`config.mk`:
```
export PLATFORM = sky130hd
export DESIGN_NAME = dpsp_rq
export DESIGN_NICKNAME = d
export VERILOG_FILES = /design/src/rtl/dpsp_pkg.sv /design/src/rtl/dpsp_rq.sv
export SDC_FILE = /design/constraint.sdc
export NUM_CORES = 1
export LEC_CHECK = 0
export BUFFER_PORTS_ARGS = -buffer_cell sky130_fd_sc_hd__clkbuf_2
export CAP_MARGIN = 20
export CORE_UTILIZATION = 30
export DETAILED_ROUTE_END_ITERATION = 8
export GPL_TIMING_DRIVEN = 1
export PLACE_DENSITY = 0.54
export SETUP_SLACK_MARGIN = 0.1
export SLEW_MARGIN = 20
export SYNTH_ARGS = -nofsm -noshare
export SYNTH_HDL_FRONTEND = slang
export SYNTH_SLANG_ARGS = --single-unit
```
`constraint.sdc`:
```
create_clock -name clk -period 2.5 [get_ports clk]
set_input_delay 0.5 -clock clk [delete_from_list [all_inputs] [get_ports clk]]
set_output_delay 0.5 -clock clk [all_outputs]
set_load 0.1 [all_outputs]
```
`src/rtl/dpsp_pkg.sv`:
```
// ----------------------------------------------------------------------------
// dpsp_pkg
// Types, constants and pattern tables shared by the drum pattern player.
// ----------------------------------------------------------------------------
package dpsp_pkg;

  // sample store geometry
  localparam int MAX_SAMPLES = 4096;
  localparam int SAMP_AW     = $clog2(MAX_SAMPLES);
  localparam int STORE_AW    = SAMP_AW + 2;
  localparam int LEN_W       = 13;
  localparam int STEP_W      = 4;
  localparam int POS_W       = 4;

  // pattern limits (index of last entry)
  localparam logic [POS_W-1:0] ROCK_LAST  = 4'd2;
  localparam logic [POS_W-1:0] POP_LAST   = 4'd2;
  localparam logic [POS_W-1:0] SAMBA_LAST = 4'd9;

  // step reset values
  localparam logic [STEP_W-1:0] CLAP_STEP_RST    = 4'd1;
  localparam logic [STEP_W-1:0] BASS_STEP_RST    = 4'd3;
  localparam logic [STEP_W-1:0] MARACAS_STEP_RST = 4'd2;
  localparam logic [STEP_W-1:0] BONGO_STEP_RST   = 4'd4;

  // queue depths
  localparam int FQ_DEPTH = 2;
  localparam int FQ_AW    = $clog2(FQ_DEPTH);
  localparam int FQ_CW    = $clog2(FQ_DEPTH + 1);
  localparam int RQ_DEPTH = 4;
  localparam int RQ_AW    = $clog2(RQ_DEPTH);
  localparam int RQ_CW    = $clog2(RQ_DEPTH + 1);

  // input mode codes
  localparam logic [1:0] MODE_TICK   = 2'd0;
  localparam logic [1:0] MODE_RHYTHM = 2'd1;
  localparam logic [1:0] MODE_PAUSE  = 2'd2;
  localparam logic [1:0] MODE_LOAD   = 2'd3;

  // rhythm codes
  localparam logic [1:0] RHY_ROCK    = 2'd0;
  localparam logic [1:0] RHY_POP     = 2'd1;
  localparam logic [1:0] RHY_SAMBA   = 2'd2;
  localparam logic [1:0] RHY_RESTART = 2'd3;

  // instrument codes
  localparam logic [1:0] INS_CLAP    = 2'd0;
  localparam logic [1:0] INS_BASS    = 2'd1;
  localparam logic [1:0] INS_MARACAS = 2'd2;
  localparam logic [1:0] INS_BONGO   = 2'd3;

  // register indexes
  localparam logic [2:0] REG_CLAP_LEN    = 3'd0;
  localparam logic [2:0] REG_BASS_LEN    = 3'd1;
  localparam logic [2:0] REG_MARACAS_LEN = 3'd2;
  localparam logic [2:0] REG_BONGO_LEN   = 3'd3;
  localparam logic [2:0] REG_CLAP_STEP   = 3'd4;
  localparam logic [2:0] REG_BASS_STEP   = 3'd5;
  localparam logic [2:0] REG_MARACAS_STEP = 3'd6;
  localparam logic [2:0] REG_BONGO_STEP  = 3'd7;

  // pattern tables, one entry per pattern position, entry 15 on the left
  localparam logic [15:0][1:0] PAT_ROCK = {
    INS_BASS, INS_CLAP, INS_BASS, INS_BASS, INS_CLAP, INS_BASS, INS_BASS, INS_CLAP,
    INS_BASS, INS_BASS, INS_CLAP, INS_BASS, INS_BASS, INS_CLAP, INS_BASS, INS_BASS};
  localparam logic [15:0][1:0] PAT_POP = {
    INS_CLAP, INS_BASS, INS_CLAP, INS_CLAP, INS_BASS, INS_CLAP, INS_CLAP, INS_BASS,
    INS_CLAP, INS_CLAP, INS_BASS, INS_CLAP, INS_CLAP, INS_BASS, INS_CLAP, INS_CLAP};
  localparam logic [15:0][1:0] PAT_SAMBA = {
    INS_MARACAS, INS_MARACAS, INS_MARACAS, INS_MARACAS, INS_MARACAS, INS_MARACAS,
    INS_BONGO, INS_BONGO, INS_BONGO,
    INS_MARACAS, INS_MARACAS, INS_MARACAS, INS_MARACAS, INS_MARACAS, INS_MARACAS,
    INS_MARACAS};

  typedef struct packed {
    logic [1:0]          mode;
    logic [1:0]          rhythm_choice;
    logic [STORE_AW-1:0] load_address;
    logic [7:0]          load_data;
  } in_item_t;

  typedef struct packed {
    logic [7:0]       pwm_value;
    logic             pwm_valid;
    logic [1:0]       current_instrument;
    logic [POS_W-1:0] pattern_position;
    logic             paused_flag;
  } out_item_t;

  // classified request between front and back
  typedef struct packed {
    logic                is_tick;
    logic                is_rhythm;
    logic                is_pause;
    logic                is_load;
    logic                restart;
    logic [1:0]          choice;
    logic [STORE_AW-1:0] addr;
    logic [7:0]          data;
  } fe_req_t;

  typedef struct packed {
    logic [3:0][LEN_W-1:0]  len;
    logic [3:0][STEP_W-1:0] step;
  } cfg_t;

  // handshake status from the result queue to the back end
  typedef struct packed {
    logic [RQ_CW-1:0] count;
  } rq_stat_t;

  function automatic logic [1:0] pattern_entry(input logic [1:0] sel,
                                               input logic [POS_W-1:0] pos);
    logic [1:0] ins;
    unique case (sel)
      RHY_ROCK: ins = PAT_ROCK[pos];
      RHY_POP:  ins = PAT_POP[pos];
      default:  ins = PAT_SAMBA[pos];
    endcase
    return ins;
  endfunction

  function automatic logic [POS_W-1:0] pattern_limit(input logic [1:0] sel);
    logic [POS_W-1:0] lim;
    unique case (sel)
      RHY_ROCK: lim = ROCK_LAST;
      RHY_POP:  lim = POP_LAST;
      default:  lim = SAMBA_LAST;
    endcase
    return lim;
  endfunction

endpackage

```
`src/rtl/dpsp_rq.sv`:
```
// ----------------------------------------------------------------------------
// dpsp_rq
// Result queue: holds finished results until the receiver pops them.
// ----------------------------------------------------------------------------
module dpsp_rq (
  input  logic                clk,
  input  logic                rst_n,
  input  logic                res_valid,
  input  dpsp_pkg::out_item_t res_item,
  output dpsp_pkg::rq_stat_t  rq_stat,
  output logic                empty,
  input  logic                pop,
  output dpsp_pkg::out_item_t out_item
);
  import dpsp_pkg::*;

  out_item_t        q_r [RQ_DEPTH];
  logic [RQ_AW-1:0] wr_ptr_r, rd_ptr_r;
  logic [RQ_CW-1:0] count_r;
  logic             do_pop;

  assign empty         = (count_r == '0);
  assign out_item      = q_r[rd_ptr_r];
  assign do_pop        = pop && !empty;
  assign rq_stat.count = count_r;

  // storage; the back end only sends when there is room
  always_ff @(posedge clk) begin
    if (res_valid) begin
      q_r[wr_ptr_r] <= res_item;
    end
  end

  always_ff @(posedge clk) begin
    if (!rst_n) begin
      wr_ptr_r <= '0;
      rd_ptr_r <= '0;
      count_r  <= '0;
    end else begin
      if (res_valid) wr_ptr_r <= wr_ptr_r + 1'b1;
      if (do_pop)    rd_ptr_r <= rd_ptr_r + 1'b1;
      if (res_valid && !do_pop)      count_r <= count_r + 1'b1;
      else if (do_pop && !res_valid) count_r <= count_r - 1'b1;
    end
  end

endmodule

```
==> qor.yml <==
run_status:
  status: "completed"
cells_and_area:
  fin_util_pct: 40.6
  stdcell_area_um2: 3610
  diodes: 0
  layout.nets: 204
  layout-drive-gt1-share_pct: 41.0
  fillers: 794
  area.growth.synth_to_final_pct: 28.4
critical_path:
  cp_max_fo: 12
  cp-end-kind: "output pin"
  critPathKind: "register to output pin"
  cp_slowest_cell: "mux4_1"
  crit_buf_inv: 2
  max_stage_delay_ps: 610
  arrival_ps: 1770
  r2r_cells: 7
  start_kind: "register"
  crit_path_frequent_cell: "buf_12"
  crit_chain: "buf_12 > mux4_1 > buf_12"
  required_ps: 2000
  crit_cells: 3
  crit_family: "multiplexers"
drt:
  drtPass1Iterations: 4
  drtIter0Drc: 101
  routed_wl_um: 4920
  vias_per_cell: 4.62
  wire_per_inst_um: 16.9
  post-route-drc-count: 0
  vias: 1343
  drtAntennaViolNets: 0
yosys:
  syn_area_per_cell_um2: 22.3
  synthCells: 126
  synth.distinct_cells: 21
  ys_warn_count: 0
  synth_top_area_share_pct: 68.3
  synth_top_area_cell: "edfxtp_1"
  syn-num-nets: 152
  syn_area_um2: 2810
  synth_seq_area_share_pct: 74.7
  ys_ff_latch: 73
  synthTopCellsByArea: "edfxtp_1 (68%), mux4_2 (8.0%), dfxtp_1 (6.4%), mux4_1 (5.6%), ha_1 (2.2%)"
place:
  place_ws_ps: 386
  place_hpwl_um: 3410
  port_buffers: 39
  gp_congestion: 0.703
  placed_area_um2: 3410
die:
  die_y_um: 98.9
  start_util_pct: 31.6
  core.rowCount: 34
  num_io_pins: 40
  die_w_um: 98.9
  core_area_um2: 8890
  die_area_um2: 9770
grt:
  grt_pass1_vias: 1477
  grt_usage_pct: 11.0
  overflow: 0
  grt_max_degree: 17
  grt_pass1_wl_um: 7650
  antenna_found_initial: 0
pwr:
  seqPwrFrac_pct: 34.3
  power.switching_mw: 1.83
  finalPower_mw: 4.45
  vdd_ir_drop_max_uv: 1030
  combPwrFrac_pct: 45.3
  p_clk_share_pct: 20.5
  powerDensity_nw_per_um2: 1230
  cell_internal_pwr_mw: 2.62
  power_leakage_nw: 1.28
  switching_share_pct: 41.2
sta:
  finalHoldViolations: 0
  period_share_pct: 90.8
  fin_crit_ps: 2270
  rsz0062_at_grt: "false"
  clock.fmax_ghz: 0.441
  slew_headroom_pct: 64.1
  setup_viol: 0
  skew_ps: 11.5
  final.setup.worst_slack_ps: 230
  finalSetupTns_ps: 0
  tightestPinTransition_ps: 540
  maxSlewViolCount: 0
job:
  max-cap-violations: 0
clocking:
  clkSinkCount: 73
  clk_path_buf_depth: 2
  clock_latency_ps: 340
  root_buffer: "clkbuf_8"
  cts_hold_buf: 0
  cts_buffers: 9
  cts_tree: "yes"
  path_clk_slew_ps: 80
  htreeDepth: 3
hold_path:
  hold_path.class: "primary input to register"
  hold_depth: 1
[cell families (layout without fill, tap and decap cells)]
logic type,count (synthesis),count (layout),synth area share [%]
AO/OA/AOI/OAI,4,4,1.78
XOR/XNOR,5,5,1.56
adder cells (fa/ha/maj),6,6,2.93
buffers and inverters,7,64,1.87
flip-flops,73,73,74.7
multiplexers,18,18,14.3
AND/OR/NAND/NOR,13,13,2.85
[worst paths after layout]
| check | start | endpoint | slack [ps] |
|---|---|---|---|
| max | register | out_item[14] | 230 |
| max reg2reg | rq_stat[1] | rq_stat[2] | 390 |
| min | res_item[15] | q_r[0][15] | 380 |
| min reg2reg | rd_ptr_r[1] | rd_ptr_r[1] | 600 |
[per-stage QoR]
stage / instances / hold WS, ps
finish: 291 / 379
floorplan: 126 / 528
global route: 291 / 356
CTS: 291 / 352
detailed placement: 275 / 575
global placement: 275 / 544
[sequential cells by signal, indices dropped and copies added (netlist names), named ones only]
name / count
rd_ptr_r: 2
q_r: 64
wr_ptr_r: 2
rq_stat: 3
[final cells by class]
class,count,area (µm²),share of cell area [%]
clock buffers,9,124,3.43
clock inverters,7,75.1,2.08
inverters,3,11.3,0.312
multi-input cells,46,671,18.6
flip-flops and latches,73,2100,58.2
well taps,108,135,3.74
repair buffers,45,493,13.6
[power groups by stage]
stage                     clock network (mW)  registers, mW  logic, mW
after floorplan                            0           1.62       1.33
after global placement                     0           1.54       2.01
after detailed placement                   0           1.55       2.03
after CTS                              0.948           1.53       2.03
after global routing                   0.994           1.54       2.08
final                                  0.910           1.52       2.01
[placed cells by master (no fill, tap or decap), drive strengths merged]
master and count:
edfxtp 64, clkbuf 32, buf 22, mux4 16, and2 9, dfxtp 9, inv 6, ha 5
xnor2 3, clkinv 3, xor2 2, mux2i 2, nor2b 2, nor3 1, o31ai 1, o311ai 1
o21ai 1, or3 1, a21boi 1, fa 1, bufinv 1
[cells in the mapped netlist, drive strengths merged]
cell type	instances
o311ai	1
or3	1
mux4	16
dfxtp	9
nor3	1
and2	9
o21ai	1
edfxtp	64
fa	1
xor2	2
ha	5
inv	3
mux2i	2
xnor2	3
nor2b	2
a21boi	1
o31ai	1
buf	4
[layer usage]
layer / global-route usage [%] / part of all wire (%)
met1: 10.7 / 38
met5: 0 / 0
met3: 5.18 / 6.5
met4: 4.13 / 1.2
met2: 20.0 / 55
[repair_timing]
| action | 4_1_cts | 5_1_grt |
|---|---|---|
| gates resized for setup | 1 | 0 |
| buffers inserted | 0 | 0 |
| setup endpoints to repair | 2 | 0 |
Power figures use the tool's default switching activity.
