===== src/rtl/dpsp_pkg.sv =====
// ----------------------------------------------------------------------------
// dpsp_pkg
// Types, constants and pattern tables shared by the drum pattern player.
// ----------------------------------------------------------------------------
package dpsp_pkg;

  // sample store geometry
  localparam int MAX_SAMPLES = 4096;
  localparam int SAMP_AW     = $clog2(MAX_SAMPLES);
  localparam int STORE_AW    = SAMP_AW + 2;
  localparam int LEN_W       = 13;
  localparam int STEP_W      = 4;
  localparam int POS_W       = 4;

  // pattern limits (index of last entry)
  localparam logic [POS_W-1:0] ROCK_LAST  = 4'd2;
  localparam logic [POS_W-1:0] POP_LAST   = 4'd2;
  localparam logic [POS_W-1:0] SAMBA_LAST = 4'd9;

  // step reset values
  localparam logic [STEP_W-1:0] CLAP_STEP_RST    = 4'd1;
  localparam logic [STEP_W-1:0] BASS_STEP_RST    = 4'd3;
  localparam logic [STEP_W-1:0] MARACAS_STEP_RST = 4'd2;
  localparam logic [STEP_W-1:0] BONGO_STEP_RST   = 4'd4;

  // queue depths
  localparam int FQ_DEPTH = 2;
  localparam int FQ_AW    = $clog2(FQ_DEPTH);
  localparam int FQ_CW    = $clog2(FQ_DEPTH + 1);
  localparam int RQ_DEPTH = 4;
  localparam int RQ_AW    = $clog2(RQ_DEPTH);
  localparam int RQ_CW    = $clog2(RQ_DEPTH + 1);

  // input mode codes
  localparam logic [1:0] MODE_TICK   = 2'd0;
  localparam logic [1:0] MODE_RHYTHM = 2'd1;
  localparam logic [1:0] MODE_PAUSE  = 2'd2;
  localparam logic [1:0] MODE_LOAD   = 2'd3;

  // rhythm codes
  localparam logic [1:0] RHY_ROCK    = 2'd0;
  localparam logic [1:0] RHY_POP     = 2'd1;
  localparam logic [1:0] RHY_SAMBA   = 2'd2;
  localparam logic [1:0] RHY_RESTART = 2'd3;

  // instrument codes
  localparam logic [1:0] INS_CLAP    = 2'd0;
  localparam logic [1:0] INS_BASS    = 2'd1;
  localparam logic [1:0] INS_MARACAS = 2'd2;
  localparam logic [1:0] INS_BONGO   = 2'd3;

  // register indexes
  localparam logic [2:0] REG_CLAP_LEN    = 3'd0;
  localparam logic [2:0] REG_BASS_LEN    = 3'd1;
  localparam logic [2:0] REG_MARACAS_LEN = 3'd2;
  localparam logic [2:0] REG_BONGO_LEN   = 3'd3;
  localparam logic [2:0] REG_CLAP_STEP   = 3'd4;
  localparam logic [2:0] REG_BASS_STEP   = 3'd5;
  localparam logic [2:0] REG_MARACAS_STEP = 3'd6;
  localparam logic [2:0] REG_BONGO_STEP  = 3'd7;

  // pattern tables, one entry per pattern position, entry 15 on the left
  localparam logic [15:0][1:0] PAT_ROCK = {
    INS_BASS, INS_CLAP, INS_BASS, INS_BASS, INS_CLAP, INS_BASS, INS_BASS, INS_CLAP,
    INS_BASS, INS_BASS, INS_CLAP, INS_BASS, INS_BASS, INS_CLAP, INS_BASS, INS_BASS};
  localparam logic [15:0][1:0] PAT_POP = {
    INS_CLAP, INS_BASS, INS_CLAP, INS_CLAP, INS_BASS, INS_CLAP, INS_CLAP, INS_BASS,
    INS_CLAP, INS_CLAP, INS_BASS, INS_CLAP, INS_CLAP, INS_BASS, INS_CLAP, INS_CLAP};
  localparam logic [15:0][1:0] PAT_SAMBA = {
    INS_MARACAS, INS_MARACAS, INS_MARACAS, INS_MARACAS, INS_MARACAS, INS_MARACAS,
    INS_BONGO, INS_BONGO, INS_BONGO,
    INS_MARACAS, INS_MARACAS, INS_MARACAS, INS_MARACAS, INS_MARACAS, INS_MARACAS,
    INS_MARACAS};

  typedef struct packed {
    logic [1:0]          mode;
    logic [1:0]          rhythm_choice;
    logic [STORE_AW-1:0] load_address;
    logic [7:0]          load_data;
  } in_item_t;

  typedef struct packed {
    logic [7:0]       pwm_value;
    logic             pwm_valid;
    logic [1:0]       current_instrument;
    logic [POS_W-1:0] pattern_position;
    logic             paused_flag;
  } out_item_t;

  // classified request between front and back
  typedef struct packed {
    logic                is_tick;
    logic                is_rhythm;
    logic                is_pause;
    logic                is_load;
    logic                restart;
    logic [1:0]          choice;
    logic [STORE_AW-1:0] addr;
    logic [7:0]          data;
  } fe_req_t;

  typedef struct packed {
    logic [3:0][LEN_W-1:0]  len;
    logic [3:0][STEP_W-1:0] step;
  } cfg_t;

  // handshake status from the result queue to the back end
  typedef struct packed {
    logic [RQ_CW-1:0] count;
  } rq_stat_t;

  function automatic logic [1:0] pattern_entry(input logic [1:0] sel,
                                               input logic [POS_W-1:0] pos);
    logic [1:0] ins;
    unique case (sel)
      RHY_ROCK: ins = PAT_ROCK[pos];
      RHY_POP:  ins = PAT_POP[pos];
      default:  ins = PAT_SAMBA[pos];
    endcase
    return ins;
  endfunction

  function automatic logic [POS_W-1:0] pattern_limit(input logic [1:0] sel);
    logic [POS_W-1:0] lim;
    unique case (sel)
      RHY_ROCK: lim = ROCK_LAST;
      RHY_POP:  lim = POP_LAST;
      default:  lim = SAMBA_LAST;
    endcase
    return lim;
  endfunction

endpackage


===== src/rtl/dpsp_front.sv =====
// ----------------------------------------------------------------------------
// dpsp_front
// Input queue: accepts requests, decodes the mode and holds them for the back.
// ----------------------------------------------------------------------------
module dpsp_front (
  input  logic               clk,
  input  logic               rst_n,
  input  logic               push,
  output logic               full,
  input  dpsp_pkg::in_item_t in_item,
  output logic               fe_valid,
  input  logic               fe_take,
  output dpsp_pkg::fe_req_t  fe_req
);
  import dpsp_pkg::*;

  fe_req_t          q_r [FQ_DEPTH];
  logic [FQ_AW-1:0] wr_ptr_r, rd_ptr_r;
  logic [FQ_CW-1:0] count_r;
  fe_req_t          cls;
  logic             do_push, do_pop;

  // classify the incoming request
  always_comb begin
    cls           = '0;
    cls.is_tick   = (in_item.mode == MODE_TICK);
    cls.is_rhythm = (in_item.mode == MODE_RHYTHM);
    cls.is_pause  = (in_item.mode == MODE_PAUSE);
    cls.is_load   = (in_item.mode == MODE_LOAD);
    cls.restart   = (in_item.rhythm_choice == RHY_RESTART);
    cls.choice    = in_item.rhythm_choice;
    cls.addr      = in_item.load_address;
    cls.data      = in_item.load_data;
  end

  assign full     = (count_r == FQ_CW'(FQ_DEPTH));
  assign fe_valid = (count_r != '0);
  assign fe_req   = q_r[rd_ptr_r];
  assign do_push  = push && !full;
  assign do_pop   = fe_take && fe_valid;

  // storage
  always_ff @(posedge clk) begin
    if (do_push) begin
      q_r[wr_ptr_r] <= cls;
    end
  end

  // pointers and fill count
  always_ff @(posedge clk) begin
    if (!rst_n) begin
      wr_ptr_r <= '0;
      rd_ptr_r <= '0;
      count_r  <= '0;
    end else begin
      if (do_push) wr_ptr_r <= wr_ptr_r + 1'b1;
      if (do_pop)  rd_ptr_r <= rd_ptr_r + 1'b1;
      if (do_push && !do_pop)      count_r <= count_r + 1'b1;
      else if (do_pop && !do_push) count_r <= count_r - 1'b1;
    end
  end

endmodule


===== config.mk =====
export PLATFORM = sky130hd
export DESIGN_NAME = dpsp_front
export DESIGN_NICKNAME = d
export VERILOG_FILES = /design/src/rtl/dpsp_pkg.sv /design/src/rtl/dpsp_front.sv
export SDC_FILE = /design/constraint.sdc
export NUM_CORES = 1
export LEC_CHECK = 0
export ABC_AREA = 1
export CORE_MARGIN = 1.5
export CORE_UTILIZATION = 35
export DETAILED_ROUTE_END_ITERATION = 6
export DONT_BUFFER_PORTS = 1
export HOLD_SLACK_MARGIN = 0.1
export PLACE_DENSITY = 0.59
export SETUP_SLACK_MARGIN = 0.1
export SKIP_CTS_REPAIR_TIMING = 1
export SLEW_MARGIN = 40
export SYNTH_ARGS = -nofsm -noshare
export SYNTH_HDL_FRONTEND = slang
export SYNTH_SLANG_ARGS = --single-unit
export TNS_END_PERCENT = 100

===== constraint.sdc =====
create_clock -name clk -period 2.1 [get_ports clk]
set_clock_uncertainty 0.15 [all_clocks]
set_input_delay 0.105 -clock clk [delete_from_list [all_inputs] [get_ports clk]]
set_output_delay 0.105 -clock clk [all_outputs]
set_load 0.02 [all_outputs]

==> results_tabular.tex <==
\begin{tabular}{lr}
\hline
Metric & Value \\
\hline
\multicolumn{2}{l}{\textbf{Synthesis}} \\
Post-synthesis sequential area ratio & 76.3\% \\
Fraction of the mapped netlist area in compound gates & 1.30\% \\
Post-Synth Simple-Gate Area & 3.73\% \\
Flip-flop and latch count after synthesis & 63 \\
Number of library cell types mapped by synthesis & 16 \\
Net count of the mapped netlist & 167 \\
Main combinational cell family by area after synthesis & multiplexers \\
Average footprint of a synthesized cell & 17.7 um2 \\
Instance count of the mapped netlist & 136 \\
XOR/XNOR Fraction of Synth Area & 0\% \\
Portion of netlist area occupied by mux cells & 15.1\% \\
Post-synthesis share of cell area spent on full adders, half adders and majority gates & 0.519\% \\
Synthesized cell area & 2410 um2 \\
Count of yosys warnings during synthesis & 0 \\
\multicolumn{2}{l}{\textbf{Worst setup path}} \\
Required time reported for the critical path endpoint & 2.22 ns \\
Maximum fanout count along the critical path & 4 \\
Slowest stage delay, CP & 0.36 ns \\
Largest delay share family, worst path & flip-flops \\
Crit path cell chain & inv\_1 -> o21ai\_2 -> inv\_1 -> ha\_1 -> inv\_1 -> nand3\_1 -> nand2\_1 -> inv\_1 -> nor2\_1 \\
Signal arrival time at the worst endpoint & 1.80 ns \\
Buffering stage count on the worst path with inverters included & 4 \\
Crit end category & register \\
Highest-delay cell along the critical path & dfxtp\_1 \\
Critical Path Start Type & register \\
Critical Setup Path Class & reg2reg \\
Cell mode on critical path & inv\_1 \\
\multicolumn{2}{l}{\textbf{Layout}} \\
Area added between synthesis and finish & 26.0\% \\
Commonest cells after routing, fill and taps aside & 58 x edfxtp\_1, 30 x dlygate4sd3\_1, 19 x mux2\_2 \\
Most common cell after layout, fill and taps aside & edfxtp\_1 \\
Count of antenna diodes in the layout & 0 \\
Number of cells in the finished layout apart from fillers & 265 \\
Layout cells sized above 1 & 27.6\% \\
Fillers & 610 \\
Final Net Count & 211 \\
\multicolumn{2}{l}{\textbf{Pwr}} \\
Power density of the placed cells & 1200 nW/um2 \\
Static Leakage & 0.00111 uW \\
Total power draw & 3660 uW \\
Worst ir drop on vdd & 514 uV \\
\multicolumn{2}{l}{\textbf{Clock network}} \\
Insertion delay of the later-clocked pin in the worst-skew pair & 0.33 ns \\
TritonCTS buffer count & 9 \\
Clock Sinks & 63 \\
Maximum buffer depth of the clock tree & 2 \\
Maximum level of the CTS H-tree & 3 \\
Clock root buffer master & clkbuf\_8 \\
CTS tree & done \\
Clock transition at the registers of the reported paths & 0.07 ns \\
\multicolumn{2}{l}{\textbf{Floorplanning}} \\
DIE WIDTH & 86.0 um \\
Starting density of the core & 35.9\% \\
Die Outline Area & 7400 um2 \\
Core area & 6720 um2 \\
Number of primary I/O pins & 61 \\
Row count & 30 \\
Chip Height & 86.0 um \\
\multicolumn{2}{l}{\textbf{Route}} \\
Final routed wirelength across all metal layers & 4.17 mm \\
Antenna-violating nets left & 0 \\
Vias & 1,236 \\
DRT Pass-1 Iters & 4 \\
Number of remaining DRC errors & 0 \\
Per-cell routed wire length & 15.7 um \\
Initial drt markers & 21 \\
Number of vias per cell after detailed routing & 4.66 \\
\multicolumn{2}{l}{\textbf{Global route}} \\
Total global routing track utilization & 11.5\% \\
Maximum number of pins on one net before global-route repair & 18 \\
Number of global-route vias before repair & 1,215 \\
Antenna violations before repair & 0 \\
Global route total overflow & 0 \\
Global-route wire length before repair & 6.04 mm \\
\multicolumn{2}{l}{\textbf{Placed design}} \\
Pre-CTS setup slack & 0.440 ns \\
Number of port buffers & 0 \\
Detailed placement HPWL & 2.73 mm \\
Last weighted congestion value of the routability-driven placer & 0.674 \\
Number of placed cells counting well taps & 219 \\
\multicolumn{2}{l}{\textbf{STA}} \\
Fin. max-slew vios & 0 \\
Share of the clock period used by the worst path after layout & 80.0\% \\
Least-Margin Pin Slew & 0.382 ns \\
Summed negative setup slack over all endpoints & 0 ns \\
Unrepaired setup endpoints after global routing & false \\
Normalized max-slew margin & 74.4\% \\
Maximum clock frequency & 595 MHz \\
Total setup violations reported at the end of the flow & 0 \\
Final number of hold-violating endpoints & 0 \\
Fin worst setup slack & 0.420 ns \\
Minimum period implied by the final worst setup slack & 1.68 ns \\
\multicolumn{2}{l}{\textbf{Flow run}} \\
Max-capacitance violation count & 0 \\
\multicolumn{2}{l}{\textbf{Hold path}} \\
Kind of path behind the tightest hold check & in2reg \\
\multicolumn{2}{l}{\textbf{Status}} \\
Run status & completed \\
\hline
\end{tabular}
==> through the flow <==
step / area, um2 / utilization (%) / hold WS (ns)
2_1_floorplan: 2410 / - / 0.0539
3_3_place_gp: 2530 / 37.7 / 0.0540
3_5_place_dp: 2530 / 37.7 / 0.0539
4_1_cts: 2740 / 40.8 / -0.307
5_1_grt: 3040 / 45.3 / 0.262
6_report: 3040 / 45.3 / 0.279
==> sequential cells by signal, indices dropped and copies added, names as in the netlist, named ones only <==
| register | cells |
|---|---|
| count_r | 2 |
| rd_ptr_r | 1 |
| q_r | 58 |
| wr_ptr_r | 1 |
==> worst paths after layout <==
path / start / to / slack [ns] / cells after the start
worst max-delay path: count_r[1] / count_r[1] / 0.42 / 9
worst min-delay path: in_item[12] / q_r[0][12] / 0.28 / 1
worst max register to register: count_r[1] / count_r[1] / 0.42 / 9
worst min register to register: rd_ptr_r / rd_ptr_r / 0.36 / 2
==> cells in the mapped netlist (all sizes together) <==
master | n | area [um2]
nor2 | 12 | 45.0
dfxtp | 5 | 100
ha | 1 | 12.5
a21oi | 1 | 5.00
edfxtp | 58 | 1740
buf | 3 | 27.5
nand4 | 1 | 6.26
mux2 | 29 | 364
nand2 | 9 | 33.8
o21ai | 3 | 18.8
inv | 12 | 45.0
o21a | 1 | 7.51
nand3 | 1 | 5.00
==> metal layers <==
metal	vias to the layer above	track usage, %	share of wire, %
li1	583	-	-
met1	603	11.2	39
met2	41	19.0	54
met3	9	5.68	5.5
met4	0	7.92	1.7
met5	-	0	0
==> cell type report <==
type | count | area [um2] | share of cell area [%]
Clock inverter | 4 | 70.1 | 2.30
Timing Repair Buffer | 36 | 345 | 11.4
Multi-Input combinational cell | 58 | 503 | 16.5
Tap cell | 80 | 100 | 3.29
Inverter | 12 | 45.0 | 1.48
Clock buffer | 12 | 135 | 4.44
Sequential cell | 63 | 1840 | 60.6
==> power breakdown <==
part,total (uW),switching (uW),internal (uW)
sequential,1650,61.9,1590
combinational,917,582,334
clock,1090,423,665
total,3660,1070,2590
==> kinds of logic after synthesis <==
logic type,after synthesis
flip-flops,63
adder cells (fa/ha/maj),1
buffers and inverters,15
AO/OA/AOI/OAI,5
multiplexers,29
AND/OR/NAND/NOR,23
(Power assumes the default switching activity.)
